[src/sv/wrlf_pkg.sv]
// ----------------------------------------------------------------------------
// wrlf_pkg
// shared constants, codes and controller/datapath types for the rate filter
// ----------------------------------------------------------------------------
`default_nettype none
package wrlf_pkg;
    localparam int WL_ENTRIES_DEF = 256;
    localparam int RT_ENTRIES_DEF = 256;

    localparam int IN_W  = 152;
    localparam int OUT_W = 8;
    localparam int WIN_W = 40;
    localparam int VAL_W = 80;

    localparam logic [WIN_W-1:0] WINDOW_RESET = 40'd1000000000;
    localparam logic [15:0]      IPV4_TYPE    = 16'h0800;
    localparam logic [15:0]      MIN_IPV4_LEN = 16'd34;

    localparam logic [2:0] CMD_PKT    = 3'd0;
    localparam logic [2:0] CMD_WL_ADD = 3'd1;
    localparam logic [2:0] CMD_WL_DEL = 3'd2;
    localparam logic [2:0] CMD_RT_WR  = 3'd3;
    localparam logic [2:0] CMD_RT_DEL = 3'd4;

    localparam logic [2:0] R_SHORT   = 3'd0;
    localparam logic [2:0] R_WHITE   = 3'd1;
    localparam logic [2:0] R_NOENTRY = 3'd2;
    localparam logic [2:0] R_COUNTED = 3'd3;
    localparam logic [2:0] R_OVER    = 3'd4;
    localparam logic [2:0] R_RESTART = 3'd5;
    localparam logic [2:0] R_CMD     = 3'd6;

    localparam logic [1:0] S_OK       = 2'd0;
    localparam logic [1:0] S_FULL     = 2'd1;
    localparam logic [1:0] S_NOTFOUND = 2'd2;

    typedef struct packed {
        logic       clr_en;
        logic       item_load;
        logic       start_scan;
        logic       scan_rate;
        logic       wl_set;
        logic       wl_clr;
        logic       rt_set;
        logic       rt_clr;
        logic       upd_restart;
        logic       upd_count;
        logic       out_load;
        logic       verdict;
        logic [2:0] reason;
        logic [1:0] status;
    } ctrl_cmd_t;

    typedef struct packed {
        logic       clr_last;
        logic [2:0] cmd;
        logic       short_pkt;
        logic       scan_rate;
        logic       scan_done;
        logic       found;
        logic       free_found;
        logic       in_window;
        logic       at_limit;
        logic       out_free;
    } dp_status_t;
endpackage
`default_nettype wire

[src/sv/wrlf_ctrl.sv]
// ----------------------------------------------------------------------------
// wrlf_ctrl
// sequencer for the reset clear, table scans, entry updates and result hand-off
// ----------------------------------------------------------------------------
`default_nettype none
module wrlf_ctrl (
    input  wire logic                 aclk,
    input  wire logic                 aresetn,
    input  wire logic                 s_tvalid,
    output logic                      s_tready,
    input  wire wrlf_pkg::dp_status_t st,
    output wrlf_pkg::ctrl_cmd_t       cmd
);
    import wrlf_pkg::*;

    localparam logic [2:0] ST_IDLE  = 3'd0;
    localparam logic [2:0] ST_DISP  = 3'd1;
    localparam logic [2:0] ST_SCAN  = 3'd2;
    localparam logic [2:0] ST_EVAL  = 3'd3;
    localparam logic [2:0] ST_RESP  = 3'd4;
    localparam logic [2:0] ST_CLEAR = 3'd5;

    logic [2:0] state_reg, state_next;
    logic       verdict_reg, verdict_next;
    logic [2:0] reason_reg, reason_next;
    logic [1:0] status_reg, status_next;

    assign s_tready = (state_reg == ST_IDLE);

    always_comb begin
        state_next   = state_reg;
        verdict_next = verdict_reg;
        reason_next  = reason_reg;
        status_next  = status_reg;
        cmd          = '0;
        cmd.verdict  = verdict_reg;
        cmd.reason   = reason_reg;
        cmd.status   = status_reg;
        case (state_reg)
            ST_CLEAR: begin
                cmd.clr_en = 1'b1;
                if (st.clr_last) begin
                    state_next = ST_IDLE;
                end
            end
            ST_IDLE: begin
                if (s_tvalid) begin
                    cmd.item_load = 1'b1;
                    state_next    = ST_DISP;
                end
            end
            ST_DISP: begin
                verdict_next = 1'b0;
                reason_next  = R_CMD;
                status_next  = S_OK;
                state_next   = ST_SCAN;
                case (st.cmd)
                    CMD_PKT: begin
                        if (st.short_pkt) begin
                            reason_next = R_SHORT;
                            state_next  = ST_RESP;
                        end else begin
                            cmd.start_scan = 1'b1;
                        end
                    end
                    CMD_WL_ADD, CMD_WL_DEL: begin
                        cmd.start_scan = 1'b1;
                    end
                    CMD_RT_WR, CMD_RT_DEL: begin
                        cmd.start_scan = 1'b1;
                        cmd.scan_rate  = 1'b1;
                    end
                    default: begin
                        state_next = ST_RESP;
                    end
                endcase
            end
            ST_SCAN: begin
                if (st.scan_done) begin
                    state_next = ST_RESP;
                    case (st.cmd)
                        CMD_PKT: begin
                            if (!st.scan_rate) begin
                                if (st.found) begin
                                    reason_next = R_WHITE;
                                end else begin
                                    cmd.start_scan = 1'b1;
                                    cmd.scan_rate  = 1'b1;
                                    state_next     = ST_SCAN;
                                end
                            end else if (st.found) begin
                                state_next = ST_EVAL;
                            end else begin
                                verdict_next = 1'b1;
                                reason_next  = R_NOENTRY;
                            end
                        end
                        CMD_WL_ADD: begin
                            if (st.found || st.free_found) begin
                                cmd.wl_set = 1'b1;
                            end else begin
                                status_next = S_FULL;
                            end
                        end
                        CMD_WL_DEL: begin
                            if (st.found) begin
                                cmd.wl_clr = 1'b1;
                            end else begin
                                status_next = S_NOTFOUND;
                            end
                        end
                        CMD_RT_WR: begin
                            if (st.found || st.free_found) begin
                                cmd.rt_set = 1'b1;
                            end else begin
                                status_next = S_FULL;
                            end
                        end
                        CMD_RT_DEL: begin
                            if (st.found) begin
                                cmd.rt_clr = 1'b1;
                            end else begin
                                status_next = S_NOTFOUND;
                            end
                        end
                        default: begin
                        end
                    endcase
                end
            end
            ST_EVAL: begin
                state_next = ST_RESP;
                if (!st.in_window) begin
                    cmd.upd_restart = 1'b1;
                    reason_next     = R_RESTART;
                end else if (st.at_limit) begin
                    verdict_next = 1'b1;
                    reason_next  = R_OVER;
                end else begin
                    cmd.upd_count = 1'b1;
                    reason_next   = R_COUNTED;
                end
            end
            ST_RESP: begin
                if (st.out_free) begin
                    cmd.out_load = 1'b1;
                    state_next   = ST_IDLE;
                end
            end
            default: begin
                state_next = ST_IDLE;
            end
        endcase
    end

    always_ff @(posedge aclk) begin
        if (!aresetn) begin
            state_reg <= ST_CLEAR;
        end else begin
            state_reg <= state_next;
        end
        verdict_reg <= verdict_next;
        reason_reg  <= reason_next;
        status_reg  <= status_next;
    end
endmodule
`default_nettype wire

[config.mk]
export PLATFORM = sky130hd
export DESIGN_NAME = wrlf_ctrl
export DESIGN_NICKNAME = d
export VERILOG_FILES = /design/src/sv/wrlf_pkg.sv /design/src/sv/wrlf_ctrl.sv
export SDC_FILE = /design/constraint.sdc
export NUM_CORES = 1
export LEC_CHECK = 0
export ABC_AREA = 1
export ABC_CLOCK_PERIOD_IN_PS = 1540
export BUFFER_PORTS_ARGS = -buffer_cell sky130_fd_sc_hd__buf_2
export CAP_MARGIN = 15
export CORE_UTILIZATION = 41
export CTS_CLUSTER_DIAMETER = 80
export DETAILED_ROUTE_END_ITERATION = 16
export PLACE_DENSITY = 0.83
export SLEW_MARGIN = 20
export SYNTH_ARGS = -nofsm -noshare
export SYNTH_HDL_FRONTEND = slang
export SYNTH_SLANG_ARGS = --single-unit
[constraint.sdc]
create_clock -name aclk -period 1.54 [get_ports aclk]
set_clock_uncertainty 0.2 [all_clocks]
set_input_delay 0.308 -clock aclk [delete_from_list [all_inputs] [get_ports aclk]]
set_output_delay 0.308 -clock aclk [all_outputs]
set_load 0.1 [all_outputs]
==> flow_metrics.py, run 1 <==
metrics = {
    "cts": {
        "cts.sinks": 9,
        "htreeDepth": 1,
        "cts_buffers": 3,
        "post_cts_resized": 29,
        "cts_hold_buf": 0,
        "cts_root_buf": "clkbuf_4",
        "cts_buffer_depth": 2,
        "post-cts-setup-buffers": 13,
    },
    "floorplanning": {
        "num_io_pins": 33,
        "rows": 15,
        "start_util_pct": 43.99,
        "die_h_um": 45.04,
        "chipWidth_um": 45.04,
    },
    "synth": {
        "synthXorXnorAreaFrac_pct": 0,
        "netlist_top_cells_count": "nand2_1, inv_1, nor2_1, nand3_1, edfxtp_1",
        "ys_seq_area_share_pct": 31.63,
        "synth_edf_count": 6,
        "synth_top_family_by_area": "simple AND/OR/NAND/NOR gates",
        "synthSimpleGateAreaFrac_pct": 43.33,
        "yosysMostFrequentCell": "nand2_1",
        "synth_nets": 129,
        "synthFlopType": "edfxtp_1",
        "async_flop_share_pct": 0,
        "synthMuxAreaShare_pct": 0,
        "netlist_top_cells_area": "edfxtp_1, nand2_1, dfxtp_1",
        "synth_seq_cells": 9,
        "yosysWarnings": 0,
        "synth-compound-area-share_pct": 10.54,
        "syn_area_um2": 759.5,
        "netlist.area_leader.share_pct": 23.72,
        "synth_cell_types": 25,
        "avgSynthCellArea_um2": 6.781,
        "synth_adder_area_share_pct": 3.295,
        "synthCells": 112,
        "synth_top_area_cell": "edfxtp_1",
    },
    "placement": {
        "port-buffer-count": 32,
        "dpl_cell_area_um2": 1525,
        "gp_congestion": 0.8834,
        "hpwl_um": 2280,
    },
    "outcome": {
        "status": "stopped before the end",
        "error_line": "[ERROR DPL-0038] Utilization greater than 100%, impossible to legalize",
        "lastStage": "clock tree synthesis",
    },
}
[metrics by stage]
| step | setup slack (ns) | setup TNS [ns] | utilization [%] | cells |
|---|---|---|---|---|
| after floorplan | -0.7918 | -4.835 | - | 112 |
| after global placement | -0.1881 | -1.937 | 88.33 | 193 |
| after detailed placement | -0.2543 | -3.003 | 88.33 | 193 |
[cells by family after synthesis]
family | after synthesis
AO/OA/AOI/OAI | 14
adder cells (fa/ha/maj) | 2
buffers and inverters | 21
flip-flops | 9
AND/OR/NAND/NOR | 66
==> inputs of run 2 (changes only) <==
ABC_CLOCK_PERIOD_IN_PS = 2000   (was 1540)
CORE_AREA = 2 2 63 65   (was default)
CORE_UTILIZATION = default   (was 41)
CTS_CLUSTER_DIAMETER = default   (was 80)
DIE_AREA = 0 0 65 67   (was default)
PLACE_DENSITY = default   (was 0.83)
PLACE_DENSITY_LB_ADDON = 0.15   (was default)
clock period = 2 ns   (was 1.54 ns; I/O delays follow)
==> run 2 against run 1 <==
  * The flow now finishes, with violations (setup timing)
  * Synthesized cell count did not move
  * Synthesized area is the same
==> flow_metrics.py, run 2 <==
metrics = {
    "synth": {
        "synth_seq_cells": 9,
        "synthCells": 112,
        "yosysWarnings": 0,
        "ys_seq_area_share_pct": 31.63,
        "syn_area_um2": 759.5,
        "synth_edf_count": 6,
        "synth_cell_types": 25,
        "synthFlopType": "edfxtp_1",
        "async_flop_share_pct": 0,
        "netlist_top_cells_count": "nand2_1, inv_1, nor2_1, nand3_1, edfxtp_1",
        "netlist.area_leader.share_pct": 23.72,
        "netlist_top_cells_area": "edfxtp_1, nand2_1, dfxtp_1",
        "synth_nets": 129,
        "avgSynthCellArea_um2": 6.781,
        "yosysMostFrequentCell": "nand2_1",
        "synth_top_area_cell": "edfxtp_1",
    },
    "cts": {
        "clkTransAtPathRegs_ns": 0.05,
        "cts_hold_buf": 0,
        "cts_tree": "done",
        "htreeDepth": 1,
        "cts.sinks": 9,
        "cts_buffer_depth": 2,
        "insertion_delay_ns": 0.23,
        "cts_buffers": 3,
        "cts_root_buf": "clkbuf_8",
    },
    "pwr": {
        "swShare_pct": 43.55,
        "combPwrFrac_pct": 50.9,
        "powerDensity_nw_per_um2": 618.4,
        "p_int_uw": 507.5,
        "peakVddDrop_mv": 0.2189,
        "seqPwrFrac_pct": 26.5,
        "p_sw_uw": 391.6,
        "p_clk_share_pct": 22.6,
        "p_leak_uw": 0.0006707,
    },
    "timing": {
        "rsz0062_at_grt": "yes",
        "finalHoldViolations": 0,
        "fmax_mhz": 488.1,
        "fin_hold_ws_ns": 0.1623,
        "worst_pin_slew_ns": 0.4869,
        "slew-limit-headroom_pct": 67.76,
        "setup_ws_ns": -0.04857,
        "fin_crit_ns": 2.049,
        "finalSetupViolCount": 5,
        "fin_crit_sh_pct": 102.4,
        "finalMaxSlewViolations": 0,
    },
    "worst_setup_path": {
        "slowest_stage": "dfxtp_4",
        "worstSetupPathType": "register to output port",
        "start_kind": "register",
        "cpPeakStageDelay_ns": 0.36,
        "worst-path-buf-inv": 3,
        "path_cells": "inv_8 -> nand2_8 -> nor2_4 -> buf_4 -> nand2_4 -> nor3_4 -> buf_12",
        "cp_max_fo": 4,
        "worstPathRequired_ns": 1.40,
        "crit_family": "simple AND/OR/NAND/NOR gates",
        "arrival_ns": 1.45,
        "end_kind": "output port",
    },
    "detailed_routing": {
        "drtIter0Drc": 13,
        "vias": 903,
        "postRouteAntennaNets": 0,
        "wl_met3_um": 93,
        "drc": 0,
        "dr.pass1.iters": 4,
        "vias_per_cell": 4.280,
        "drt-total-wl_um": 2278,
        "met2_length_um": 1141,
        "wl_met1_um": 978,
        "routed.top_layer": "met4",
        "route.detailed.wl_per_inst_um": 10.80,
    },
    "placement": {
        "port-buffer-count": 32,
        "gp_congestion": 0.8191,
        "hpwl_um": 1899,
    },
    "floorplanning": {
        "die_h_um": 67,
        "chipWidth_um": 65,
        "dieArea_um2": 4355,
        "start_util_pct": 21.06,
        "rows": 22,
        "num_io_pins": 33,
        "core-area_um2": 3606,
    },
    "layout": {
        "antenna_cells": 0,
        "syn2layout_area_growth_pct": 91.43,
        "final_layout_size_suffix_gt1_share_pct": 52.15,
        "layout_common_cells": "nand2_1, buf_2, inv_1, buf_4, buf_12",
        "fillerInstances": 393,
        "post-route-util_pct": 40.32,
        "final_nets": 181,
        "final_common_cell": "nand2_1",
    },
    "grt": {
        "overflow": 0,
        "antenna_found_initial": 0,
        "grt_start_max_net_pins": 7,
        "grt_pass1_vias": 865,
        "grt_pass1_wl_um": 3788,
        "grt_use_total_pct": 11.38,
    },
    "hold_path": {
        "hold_path.class": "primary input to register",
    },
    "outcome": {
        "failed_checks": "setup timing",
        "status": "complete, but fails checks",
    },
    "job": {
        "cap_violations": 0,
    },
}
## run 2: cell counts after synthesis
No cell type changed its count.
## run 2: layer usage
metal	vias to the layer above	track usage (%)
li1	474	-
met1	398	14.21
met2	25	19.07
met3	6	0.6757
met4	0	7.181
met5	-	0
## run 2: cell families after synthesis
logic type / count (synthesis) / share of synthesized area (%)
buffers and inverters: 21 / 11.20
adders and majority gates: 2 / 3.294
DFF: 9 / 31.63
and+or+nand+nor: 66 / 43.33
AOI/OAI and AO/OA: 14 / 10.54
## run 2: worst paths after layout
check | endpoint | cells past startpoint | slack, ns | startpoint
hold / removal | state_reg[2] | 2 | 0.16 | aresetn
setup reg to reg | reason_reg[1] | 6 | 0.32 | state_reg[2]
hold reg to reg | state_reg[2] | 3 | 0.46 | state_reg[2]
setup / recovery | cmd[11] | 7 | -0.05 | state_reg[2]
## run 2: final cells by class
cell class	count	area (um2)	share of cell area, %
clock buffer	4	45.04	3.098
inverter	20	85.08	5.852
multi-input combinational	82	554.3	38.12
sequential	9	249.0	17.13
tap	48	60.06	4.131
timing repair buffer	48	460.4	31.67
## run 2: timing repair
action                     4_1_cts  5_1_grt
gates resized for setup          3        5
hold endpoints to repair         0        0
setup endpoints to repair        6       10
gates cloned                     0        0
setup buffers                    6        4
pin swaps                        3        3
## run 2: power by group through the flow
stage / Combinational, uW / Clock (uW) / Sequential [uW]
finish: 458 / 204 / 238
global route: 486 / 219 / 240
CTS: 448 / 207 / 237
detailed placement: 416 / 0 / 240
global placement: 414 / 0 / 241
floorplan: 231 / 0 / 301
## run 2: metrics by stage
| stage | setup TNS [ns] | instance area (um2) | worst slack [ns] | std cells | total power (uW) |
|---|---|---|---|---|---|
| final | -0.1454 | 1454 | -0.04857 | 211 | 899.1 |
| after global routing | -0.6488 | 1454 | -0.1428 | 211 | 945.1 |
| after CTS | -0.3157 | 1404 | -0.06889 | 207 | 892.0 |
| after detailed placement | 0 | 1300 | 0.07684 | 197 | 656.4 |
| after global placement | 0 | 1300 | 0.08825 | 197 | 655.7 |
| after floorplan | -1.642 | 862.1 | -0.4249 | 112 | 532.8 |
(Power assumes the default switching activity.)
==> inputs of run 3 (changes only) <==
--- a/config.mk
+++ b/config.mk
@@ -14,2 +14,3 @@
 export DIE_AREA = 0 0 65 67
+export MAX_ROUTING_LAYER = met4
 export PLACE_DENSITY_LB_ADDON = 0.15
==> constraint.sdc (replaced) <==
create_clock -name aclk -period 2 [get_ports aclk]
set_clock_uncertainty 0.2 [all_clocks]
set_input_delay 0.2 -clock aclk [delete_from_list [all_inputs] [get_ports aclk]]
set_output_delay 0.2 -clock aclk [all_outputs]
set_load 0.1 [all_outputs]
==> run 3 against run 2 <==
  * The flow now finishes without violations
  * Count of clock-buffer cells in the layout is the same
  * Worst hold slack lost 0.065 ns
  * Sequential power is essentially flat
  * Final area shrank 8.9%
  * Die area is the same
  * Register-to-register slack gained 0.06 ns
  * Clock power is essentially flat
  * Power shrank 6.0%
  * Combinational power shrank 13%
  * Via count shrank 5.8%
  * Critical path depth is the same
  * Worst setup slack gained 0.13 ns
==> flow_metrics.py, run 3 (same netlist as run 2, synthesis figures left out) <==
metrics = {
    "layout": {
        "fillerInstances": 384,
        "antenna_cells": 0,
        "final_nets": 174,
        "syn2layout_area_growth_pct": 74.30,
        "instances_no_fill": 204,
        "final_layout_size_suffix_gt1_share_pct": 48.72,
        "regArea_um2": 249.0,
        "final_common_cell": "nand2_1",
        "multi_input_area_um2": 521.8,
        "layout_common_cells": "nand2_1, buf_2, inv_1",
    },
    "floorplanning": {
        "dieArea_um2": 4355,
        "die_h_um": 67,
        "start_util_pct": 21.06,
        "num_io_pins": 33,
        "core-area_um2": 3606,
        "chipWidth_um": 65,
        "rows": 22,
    },
    "detailed_routing": {
        "vias_per_cell": 4.172,
        "drt-total-wl_um": 2219,
        "dr.pass1.iters": 4,
        "drtIter0Drc": 29,
        "postRouteAntennaNets": 0,
        "vias": 851,
        "drc": 0,
        "route.detailed.wl_per_inst_um": 10.88,
    },
    "pwr": {
        "powerDensity_nw_per_um2": 638.5,
        "fin_total_pwr_uw": 845.3,
        "peakVddDrop_mv": 0.1989,
        "p_leak_uw": 0.0006255,
    },
    "grt": {
        "grt_use_total_pct": 11.12,
        "antenna_found_initial": 0,
        "grt_start_max_net_pins": 9,
        "grt_pass1_vias": 801,
        "overflow": 0,
        "grt_pass1_wl_um": 3581,
    },
    "timing": {
        "slew-limit-headroom_pct": 67.71,
        "fin_crit_sh_pct": 95.92,
        "finalSetupViolCount": 0,
        "finalMaxSlewViolations": 0,
        "finalHoldViolations": 0,
        "fmax_mhz": 521.2,
        "fin_crit_ns": 1.918,
        "worst_pin_slew_ns": 0.4877,
    },
    "hold_path": {
        "hold_path.class": "primary input to register",
        "hp-start": "st[11]",
    },
    "placement": {
        "port-buffer-count": 32,
        "gp_congestion": 0.8207,
        "place_inst": 191,
        "hpwl_um": 1783,
    },
    "worst_setup_path": {
        "timing.rr.start": "state_reg[2]",
        "end_kind": "output port",
        "worstPathRequired_ns": 1.60,
        "cp_max_fo": 4,
        "start_kind": "register",
        "arrival_ns": 1.52,
        "worstSetupPathType": "register to output port",
        "startpoint": "state_reg[2]",
    },
    "outcome": {
        "status": "complete, no violations",
    },
    "cts": {
        "clkTransAtPathRegs_ns": 0.05,
        "cts_buffer_depth": 2,
        "cts_tree": "done",
        "htreeDepth": 1,
        "insertion_delay_ns": 0.23,
        "cts.sinks": 9,
        "cts_buffers": 3,
        "cts_root_buf": "clkbuf_8",
    },
    "job": {
        "cap_violations": 0,
    },
}
run 3: power breakdown:
part	internal, uW	switching [uW]
combinational	107	291
sequential	221	18.8
clock	139	68.7
run 3: per-layer routing:
metal,track usage (%),up-vias,wire (um),part of all wire [%]
met2,16.75,16,1099,50
met5,-,-,0,0
met1,14.05,378,999,45
li1,-,455,-,-
met3,2.365,2,87,3.9
met4,5.585,0,32,1.4
run 3: layout make-up:
| cell class | count | area share (%) |
|---|---|---|
| Sequential cell | 9 | 18.81 |
| Tap cell | 48 | 4.537 |
| Clock buffer | 4 | 3.403 |
| Timing Repair Buffer | 41 | 27.60 |
| Inverter | 20 | 6.238 |
| Multi-Input combinational cell | 82 | 39.41 |
run 3: timing repair:
item	in CTS	in global routing
endpoints found under the setup margin	2	7
buffers inserted	1	7
pin swaps	0	2
endpoints found under the hold margin	1	0
hold buffers	1	0
resized for setup	0	9
run 3: final timing paths:
check / end / slack, ns / depth (start not counted)
max reg2reg: status_reg[1] / 0.38 / 6
min reg2reg: state_reg[2] / 0.34 / 2
max: cmd[12] / 0.08 / 7
min: state_reg[0] / 0.1 / 4
run 3: worst max-delay path: stages, from the launching register on:
cell	delay (ns)
dfxtp_4	0.36
inv_4	0.07
nand2_4	0.06
nor2_4	0.18
clkinv_4	0.08
buf_4	0.14
nor4_4	0.18
buf_12	0.21
run 3: through the flow:
| step | hold WS, ns | setup TNS (ns) | area (um2) | setup slack, ns | utilization (%) |
|---|---|---|---|---|---|
| final | 0.09701 | 0 | 1324 | 0.08152 | 36.71 |
| after global routing | 0.1230 | -0.01533 | 1324 | -0.01533 | 36.71 |
| after CTS | 0.09938 | 0 | 1249 | 0.009776 | 34.63 |
| after detailed placement | 0.2138 | 0 | 1186 | 0.2265 | 32.89 |
| after global placement | 0.2131 | 0 | 1186 | 0.2558 | 32.89 |
| after floorplan | 0.08461 | -0.7881 | 838.3 | -0.3072 | - |
==> inputs of run 4 (changes only) <==
BUFFER_PORTS_ARGS = -buffer_cell sky130_fd_sc_hd__buf_4   (was -buffer_cell sky130_fd_sc_hd__buf_2)
SKIP_LAST_GASP = 1   (was default)
==> run 4 against run 3 <==
  * Utilization decreased by 1.8 points
  * Worst hold slack improved by 0.020 ns
  * Maximum frequency increased by 0.40%
  * Worst setup slack improved by 0.0076 ns
  * Final area decreased by 4.9%
  * Wire length decreased by 7.2%
==> flow_metrics.py, run 4 (same netlist as run 2, synthesis figures left out) <==
metrics = {
    "timing": {
        "fmax_mhz": 523.3,
        "finalHoldViolations": 0,
        "finalMaxSlewViolations": 0,
        "setup_ws_ns": 0.08912,
        "finalSetupViolCount": 0,
        "worst_pin_slew_ns": 0.4047,
        "fin_crit_sh_pct": 95.54,
        "slew-limit-headroom_pct": 72.73,
        "fin_crit_ns": 1.911,
    },
    "layout": {
        "post-route-util_pct": 34.91,
        "syn2layout_area_growth_pct": 65.73,
        "final_layout_size_suffix_gt1_share_pct": 47.37,
        "final_nets": 170,
        "fillerInstances": 390,
        "antenna_cells": 0,
        "final_common_cell": "buf_4",
        "layout_common_cells": "buf_4, nand2_1, inv_1",
    },
    "outcome": {
        "status": "complete, no violations",
    },
    "cts": {
        "insertion_delay_ns": 0.23,
        "cts.sinks": 9,
        "htreeDepth": 1,
        "cts_root_buf": "clkbuf_8",
        "clkTransAtPathRegs_ns": 0.04,
        "cts_tree": "done",
        "cts_buffers": 3,
        "cts_buffer_depth": 2,
    },
    "detailed_routing": {
        "vias": 839,
        "met2_length_um": 1067,
        "postRouteAntennaNets": 0,
        "drtIter0Drc": 14,
        "drc": 0,
        "routed.top_layer": "met3",
        "vias_per_cell": 4.195,
        "wl_met3_um": 80,
        "route.detailed.wl_per_inst_um": 10.30,
        "wl_met1_um": 911,
        "dr.pass1.iters": 4,
        "drt-total-wl_um": 2059,
    },
    "grt": {
        "grt_start_max_net_pins": 9,
        "grt_pass1_vias": 815,
        "overflow": 0,
        "antenna_found_initial": 0,
        "grt_pass1_wl_um": 3450,
        "grt_use_total_pct": 10.46,
    },
    "placement": {
        "place_ws_ns": 0.1336,
        "gp_congestion": 0.8300,
        "port-buffer-count": 32,
        "hpwl_um": 1746,
    },
    "pwr": {
        "peakVddDrop_mv": 0.1834,
        "fin_total_pwr_uw": 832.1,
        "p_leak_uw": 0.0005959,
        "powerDensity_nw_per_um2": 661.1,
    },
    "floorplanning": {
        "start_util_pct": 21.06,
        "rows": 22,
        "num_io_pins": 33,
        "core-area_um2": 3606,
        "chipWidth_um": 65,
        "dieArea_um2": 4355,
        "die_h_um": 67,
    },
    "worst_setup_path": {
        "cp_max_fo": 8,
        "arrival_ns": 1.51,
        "start_kind": "register",
        "end_kind": "output port",
        "worstSetupPathType": "register to output port",
        "worstPathRequired_ns": 1.60,
    },
    "hold_path": {
        "hold_path.class": "primary input to register",
    },
    "job": {
        "cap_violations": 0,
    },
}
==> run 4: changes by cell type in the layout (fill, tap and decap cells not counted) <==
cell,delta
buf_4,+24
buf_2,-23
buf_12,-7
buf_6,+2
clkinv_4,-1
dfxtp_2,+1
dfxtp_4,-1
inv_2,+1
nand2_2,+1
nand2_4,-1
==> run 4: worst max-delay path, cell delays in order, from the launching register on <==
cell and delay (ns):
dfxtp_2 0.34, inv_2 0.07, nand2_2 0.08, nor2_4 0.17, inv_4 0.09, nor2_4 0.09, nand4_1 0.13, nand2_2 0.13
buf_12 0.17
==> run 4: power by group <==
group / switching [uW] / internal, uW
Sequential: 19.3 / 221
Clock: 66.8 / 138
Combinational: 281 / 105
==> run 4: per-layer routing <==
| layer | vias to the layer above | track usage [%] |
|---|---|---|
| met2 | 23 | 18.30 |
| met3 | 0 | 1.689 |
| met1 | 372 | 12.03 |
| met5 | - | - |
| met4 | 0 | 3.989 |
| li1 | 444 | - |
==> run 4: final cells by class <==
type                            instances  area, um2  share of cell area, %
Multi-Input combinational cell         82      516.7                  41.05
Timing Repair Buffer                   37      312.8                  24.85
Sequential cell                         9      246.5                  19.58
Inverter                               20      77.57                  6.163
Tap cell                               48      60.06                  4.771
Clock buffer                            4      45.04                  3.579
==> run 4: worst paths after layout <==
| path | from | endpoint | slack, ns | cells past startpoint |
|---|---|---|---|---|
| worst max-delay path | state_reg[2] | cmd[14] | 0.09 | 8 |
| worst min-delay path | st[6] | reason_reg[0] | 0.12 | 2 |
| worst max register to register | state_reg[2] | status_reg[1] | 0.39 | 6 |
| worst min register to register | state_reg[2] | state_reg[2] | 0.35 | 2 |
==> run 4: timing repair <==
action / in CTS / in global routing
endpoints found under the hold margin: 1 / 0
setup buffers: 1 / 3
pin swaps: 0 / 2
gates resized for setup: 8 / 5
hold buffers: 1 / 0
gates cloned: 0 / 0
endpoints found under the setup margin: 5 / 7
==> run 4: metrics by stage <==
stage	instances	setup TNS [ns]	hold WS [ns]	instance area, um2
2_1_floorplan	112	-0.7881	0.08461	838.3
3_3_place_gp	191	0	0.2202	1131
3_5_place_dp	191	0	0.2104	1131
4_1_cts	197	0	0.1155	1222
5_1_grt	200	-0.004793	0.1218	1259
6_report	200	0	0.1172	1259
